**config.mk**
```make
export PLATFORM = sky130hd
export DESIGN_NAME = slfd_ctrl
export DESIGN_NICKNAME = d
export VERILOG_FILES = /design/src/hw/rtl/slfd_pkg.sv /design/src/hw/rtl/slfd_ctrl.sv
export SDC_FILE = /design/constraint.sdc
export NUM_CORES = 1
export LEC_CHECK = 0
export ABC_AREA = 0
export BUFFER_PORTS_ARGS = -buffer_cell sky130_fd_sc_hd__buf_2
export CAP_MARGIN = 10
export CORE_MARGIN = 2
export CORE_UTILIZATION = 40
export CTS_CLUSTER_SIZE = 16
export DETAILED_ROUTE_END_ITERATION = 12
export MAX_ROUTING_LAYER = met4
export RECOVER_POWER = 100
export SETUP_SLACK_MARGIN = 0.4
export SLEW_MARGIN = 10
export SYNTH_ARGS = -nofsm -noshare
export SYNTH_HDL_FRONTEND = slang
export SYNTH_SLANG_ARGS = --single-unit
```
**constraint.sdc**
```tcl
create_clock -name clock -period 4.73 [get_ports clock]
set_clock_uncertainty 0.1 [all_clocks]
set_input_delay 0 -clock clock [delete_from_list [all_inputs] [get_ports clock]]
set_output_delay 0 -clock clock [all_outputs]
set_load 0.03 [all_outputs]
```
**src/hw/rtl/slfd_pkg.sv**
```systemverilog
// shared types, constants and helper functions of the stereo lagrange fractional delay
// depends on nothing; taken in by scoped names in the controller, datapath, top level and testbench
`timescale 1ns / 1ps
`default_nettype none

package slfd_pkg;

   localparam int RING_DEPTH_DEF = 8192;
   localparam int TAP_COUNT      = 8;
   localparam int SAMPLE_W       = 24;
   localparam int DELAY_W        = 29;
   localparam int WEIGHT_W       = 19;
   localparam int DIV_STEPS      = 1;

   localparam logic [DELAY_W-1:0] MIN_DELAY     = 29'd262144;
   localparam logic [DELAY_W-1:0] MAX_DELAY_RST = 29'd536543232;

   // one datapath operation per cycle
   typedef enum logic [3:0] {
      OP_NONE,
      OP_LATCH,
      OP_START,
      OP_PINIT,
      OP_MUL_PLO,
      OP_MUL_PHI,
      OP_PUPD,
      OP_DIVINIT,
      OP_DIVSTEP,
      OP_WSTORE,
      OP_RDTAP,
      OP_MUL_L,
      OP_MUL_R,
      OP_ACC_R,
      OP_FINISH
   } dp_op_type;

   typedef struct packed {
      dp_op_type  op;
      logic [2:0] k;    // weight being built
      logic [2:0] j;    // factor of that weight
      logic [2:0] tap;  // tap being accumulated
   } dp_cmd_type;

   typedef struct packed {
      logic miss;       // clamped delay differs from the cached one, or none is cached yet
   } dp_stat_type;

   // magnitude of the lagrange denominator, product of (k - j) over j != k
   function automatic logic [12:0] den_mag(input logic [2:0] k);
      logic [12:0] m;
      case (k)
         3'd0, 3'd7: m = 13'd5040;
         3'd1, 3'd6: m = 13'd720;
         3'd2, 3'd5: m = 13'd240;
         default:    m = 13'd144;
      endcase
      return m;
   endfunction

   // reciprocal of the odd part of the denominator, exact for any 29-bit dividend
   function automatic logic [29:0] den_recip(input logic [2:0] k);
      logic [29:0] r;
      case (k)
         3'd0, 3'd7: r = 30'd872628277;  // 315, shift 38
         3'd1, 3'd6: r = 30'd763549742;  // 45, shift 35
         3'd2, 3'd5: r = 30'd572662307;  // 15, shift 33
         default:    r = 30'd954437177;  // 9, shift 33
      endcase
      return r;
   endfunction

   // the denominator is negative for an odd count of negative factors
   function automatic logic den_neg(input logic [2:0] k);
      return ~k[0];
   endfunction

endpackage

`default_nettype wire

```
**src/hw/rtl/slfd_ctrl.sv**
```systemverilog
// sequencing state machine: weight build, tap accumulation and result handover
// depends on slfd_pkg
`timescale 1ns / 1ps
`default_nettype none

module slfd_ctrl (
   input  wire                     clock,
   input  wire                     reset,
   input  wire                     req_tvalid,
   output logic                    req_tready,
   output logic                    rsp_tvalid,
   input  wire                     rsp_tready,
   input  slfd_pkg::dp_stat_type   stat,
   output slfd_pkg::dp_cmd_type    cmd
);

   typedef enum logic [3:0] {
      S_IDLE, S_CHECK, S_WINIT, S_WMLO, S_WMHI, S_WPUPD, S_DIVINIT, S_DIV,
      S_WSTORE, S_RADDR, S_MULL, S_MULR, S_ACCR, S_OUT
   } state_type;

   state_type  state_ff;
   logic [2:0] k_ff;
   logic [3:0] j_ff;
   logic [2:0] tap_ff;
   logic [4:0] cnt_ff;
   logic       rsp_valid_ff;

   logic       accept;
   logic       fire;
   logic [3:0] nj1;
   logic [3:0] nj;
   logic [2:0] k_in;
   logic [3:0] j_first;

   assign req_tready = (state_ff == S_IDLE);
   assign rsp_tvalid = rsp_valid_ff;
   assign accept     = req_tvalid && req_tready;
   assign fire       = (state_ff == S_OUT) && (!rsp_valid_ff || rsp_tready);

   // next factor index, stepping over the weight's own position
   assign nj1     = j_ff + 4'd1;
   assign nj      = (nj1 == {1'b0, k_ff}) ? nj1 + 4'd1 : nj1;
   assign k_in    = k_ff + 3'd1;
   assign j_first = (k_in == 3'd0) ? 4'd1 : 4'd0;

   always_comb begin
      cmd.k   = k_ff;
      cmd.j   = j_ff[2:0];
      cmd.tap = tap_ff;
      case (state_ff)
         S_IDLE:    cmd.op = accept ? slfd_pkg::OP_LATCH : slfd_pkg::OP_NONE;
         S_CHECK:   cmd.op = slfd_pkg::OP_START;
         S_WINIT:   cmd.op = slfd_pkg::OP_PINIT;
         S_WMLO:    cmd.op = slfd_pkg::OP_MUL_PLO;
         S_WMHI:    cmd.op = slfd_pkg::OP_MUL_PHI;
         S_WPUPD:   cmd.op = slfd_pkg::OP_PUPD;
         S_DIVINIT: cmd.op = slfd_pkg::OP_DIVINIT;
         S_DIV:     cmd.op = slfd_pkg::OP_DIVSTEP;
         S_WSTORE:  cmd.op = slfd_pkg::OP_WSTORE;
         S_RADDR:   cmd.op = slfd_pkg::OP_RDTAP;
         S_MULL:    cmd.op = slfd_pkg::OP_MUL_L;
         S_MULR:    cmd.op = slfd_pkg::OP_MUL_R;
         S_ACCR:    cmd.op = slfd_pkg::OP_ACC_R;
         S_OUT:     cmd.op = fire ? slfd_pkg::OP_FINISH : slfd_pkg::OP_NONE;
         default:   cmd.op = slfd_pkg::OP_NONE;
      endcase
   end

   always_ff @(posedge clock) begin
      if (reset) begin
         state_ff     <= S_IDLE;
         k_ff         <= '0;
         j_ff         <= '0;
         tap_ff       <= '0;
         cnt_ff       <= '0;
         rsp_valid_ff <= 1'b0;
      end else begin
         // a new result replaces one taken in the same cycle
         rsp_valid_ff <= fire || (rsp_valid_ff && !rsp_tready);
         case (state_ff)
            S_IDLE: begin
               if (accept) state_ff <= S_CHECK;
            end
            S_CHECK: begin
               tap_ff <= '0;
               k_ff   <= '0;
               j_ff   <= 4'd1;
               state_ff <= stat.miss ? S_WINIT : S_RADDR;
            end
            S_WINIT:  state_ff <= S_WMLO;
            S_WMLO:   state_ff <= S_WMHI;
            S_WMHI:   state_ff <= S_WPUPD;
            S_WPUPD: begin
               j_ff     <= nj;
               state_ff <= nj[3] ? S_DIVINIT : S_WMLO;
            end
            S_DIVINIT: begin
               cnt_ff   <= '0;
               state_ff <= S_DIV;
            end
            S_DIV: begin
               cnt_ff <= cnt_ff + 5'd1;
               if (cnt_ff == 5'(slfd_pkg::DIV_STEPS - 1)) state_ff <= S_WSTORE;
            end
            S_WSTORE: begin
               k_ff <= k_in;
               j_ff <= j_first;
               state_ff <= (k_ff == 3'(slfd_pkg::TAP_COUNT - 1)) ? S_RADDR : S_WINIT;
            end
            S_RADDR: state_ff <= S_MULL;
            S_MULL:  state_ff <= S_MULR;
            S_MULR:  state_ff <= S_ACCR;
            S_ACCR: begin
               tap_ff   <= tap_ff + 3'd1;
               state_ff <= (tap_ff == 3'(slfd_pkg::TAP_COUNT - 1)) ? S_OUT : S_RADDR;
            end
            S_OUT: begin
               if (fire) state_ff <= S_IDLE;
            end
            default: state_ff <= S_IDLE;
         endcase
      end
   end

endmodule

`default_nettype wire

```
==> reports/qor.yml <==
status: "complete, no violations"
fmax_ghz: 0.4510
slowest_delay_ns: 0.94
post_dp_cell_area_um2: 1529
slowest_stage: "dfxtp_1"
dpl.hpwl_mm: 2.275
antenna_found_initial: 0
dp.cells: 243
synth_top_area_frac: 0.2759
ys_types: 43
tightest_slew_ns: 0.9120
totalWireLength_mm: 3.218
ys_ff_latch: 20
multi_input_area_um2: 948.4
crit_arrival_ns: 2.39
p_total_w: 0.0005454
synth-edff-count: 0
swShare: 0.4420
slew_headroom: 0.3911
clk_latency_ns: 0.31
ys.flop_type: "dfxtp_1"
die_area_um2: 4126
h-tree-depth: 1
p_int_w: 0.0003043
yosys-top-cells-count: "nor2_1 (21), dfxtp_1 (20), a21oi_1 (19)"
cts_buffers: 3
drtIter0Drc: 70
required_ns: 4.90
fp.dieH_um: 64.24
hold_violations: 0
fin_crit_ns: 2.217
first_global_vias: 1225
synthTopCellsByArea: "dfxtp_1 (28%), ha_1 (7.8%), a21oi_1 (6.6%)"
track_usage: 0.1637
setup_viol: 0
worst_ir_drop_vdd_mv: 0.1347
overflow: 0
wire_per_inst_um: 12.92
power.share.clock: 0.193
cts.reportedPaths.clkPinSlew_ns: 0.12
layout-area-overhead-vs-synth_pct: 7.586
io_buffers: 19
post-synth-top-count-cell: "nor2_1"
rsz0062_at_grt: "no"
ys.warnings.count: 0
start_util: 0.4249
pwr-share-seq: 0.437
switching_power_w: 0.0002411
clock_path_buffers: 2
synth_top_cell_by_area: "dfxtp_1"
clock-root-buffer: "clkbuf_4"
diodes: 0
cp-end-kind: "register"
min_period_over_period: 0.4687
syn_nets: 208
vias_per_cell: 5.498
cts_resized: 0
dr.pass1.iters: 4
drive_gt1_frac: 0.05911
design_area_um2: 1562
setup-tns-final_ns: 0
power-per-cell-area_nw_per_um2: 349.3
critPathKind: "reg2reg"
cp_max_fo: 29
slew_violations: 0
ant_nets: 0
postSynthCellCount: 194
remaining_drc_errors: 0
maxCapViolations: 0
rows: 21
regArea_um2: 400.4
grt_pass1_wl_mm: 5.354
p_leak_nw: 0.5928
syn_area_um2: 1451
start_kind: "register"
core_area_um2: 3416
io-pin-count: 20
yosysSeqAreaShare: 0.2759
cts_sinks: 20
n_fill_cell: 370
worst_hold_path_type: "in2reg"
postCtsSetupRepairBufs: 0
grt_start_max_net_pins: 30
path_cells: "nand2_1 -> nor3_1 -> nand2b_1 -> a221oi_1 -> a221o_1"
power.share.combinational: 0.370
syn_area_per_cell_um2: 7.481
stdcell_count: 249
die_x_um: 64.24
vias: 1369
final_net_count: 218
async_flop_share: 0
cts_tree: "yes"
routabilityCongestion: 0.8054
==> logic make-up after synthesis <==
kind of cell,Yosys count,share of synthesized area
adder cells (fa/ha/maj),9,0.07759
flip-flops,20,0.2759
AND/OR/NAND/NOR,77,0.2733
XOR/XNOR,7,0.04742
AO/OA/AOI/OAI,57,0.2448
multiplexers,2,0.01379
buffers and inverters,22,0.06724
==> power groups by stage <==
stage	combinational, W	clock (W)	sequential (W)
2_1_floorplan	0.000210	0	0.000194
3_3_place_gp	0.000204	0	0.000240
3_5_place_dp	0.000207	0	0.000241
4_1_cts	0.000210	0.000108	0.000237
5_1_grt	0.000224	0.000114	0.000244
6_report	0.000202	0.000105	0.000238
==> what timing repair did <==
| action | in CTS | in global routing |
|---|---|---|
| endpoints found under the hold margin | 9 | 0 |
| setup endpoints to repair | 0 | 0 |
| hold buffers | 2 | 0 |
==> per-layer routing <==
layer | vias up | GRT usage | routed length (um)
met2 | 23 | 0.2669 | 1441
met1 | 631 | 0.2111 | 1621
li1 | 710 | - | -
met5 | - | - | 0
met4 | 0 | 0.05585 | 47
met3 | 5 | 0.01761 | 107
==> cell type report <==
class | instances | area share
Clock buffer | 4 | 0.02324
Inverter | 6 | 0.01442
Multi-Input combinational cell | 152 | 0.6074
Sequential cell | 20 | 0.2564
Tap cell | 46 | 0.03686
Timing Repair Buffer | 21 | 0.06170
==> placed cells by master, fill, tap and decap left out, types with 2 or more instances in the layout <==
| cell type | n |
|---|---|
| a211oi_1 | 2 |
| a21o_1 | 4 |
| a21oi_1 | 19 |
| a22oi_1 | 3 |
| a31oi_1 | 3 |
| and2_1 | 2 |
| and3_1 | 2 |
| buf_2 | 4 |
| clkbuf_1 | 15 |
| clkbuf_4 | 3 |
| dfxtp_1 | 20 |
| dlygate4sd3_1 | 2 |
| ha_1 | 9 |
| inv_1 | 6 |
| mux2i_1 | 2 |
| nand2_1 | 12 |
| nand2b_1 | 9 |
| nand3_1 | 8 |
| nor2_1 | 21 |
| nor2b_1 | 4 |
| nor3_1 | 7 |
| nor3b_1 | 2 |
| nor4_1 | 3 |
| nor4b_1 | 2 |
| o21ai_0 | 12 |
| o22ai_1 | 5 |
| or2_2 | 2 |
| xnor2_1 | 2 |
| xor2_1 | 4 |
==> registers in the layout, summed over array words and instances, names as in the netlist <==
register    flops
cnt_ff          5
j_ff            4
k_ff            3
rsp_tvalid      1
state_ff        4
tap_ff          3
==> worst paths after layout <==
| kind | endpoint | depth (start not counted) | slack (ns) | start |
|---|---|---|---|---|
| max | j_ff[2] | 5 | 2.51 | state_ff[0] |
| min | state_ff[3] | 5 | 0.03 | req_tvalid |
| max reg2reg | j_ff[2] | 5 | 2.51 | state_ff[0] |
| min reg2reg | j_ff[3] | 2 | 0.43 | j_ff[3] |
==> metrics by stage <==
step | utilization | worst slack, ns | hold slack, ns
5_1_grt | 0.4571 | 2.319 | 0.08215
2_1_floorplan | - | 2.892 | 0.08796
6_report | 0.4571 | 2.513 | 0.02870
3_5_place_dp | 0.4476 | 2.589 | 0.2669
4_1_cts | 0.4641 | 2.556 | 0.02909
3_3_place_gp | 0.4476 | 2.694 | 0.2637
==> worst max-delay path, delay by kind of cell, from the launching register on <==
family,cells,cell delay (ns)
flops,1,0.94
simple gates,3,0.71
compound gates,2,0.41
No activity file was read; power rests on OpenSTA's default activity.
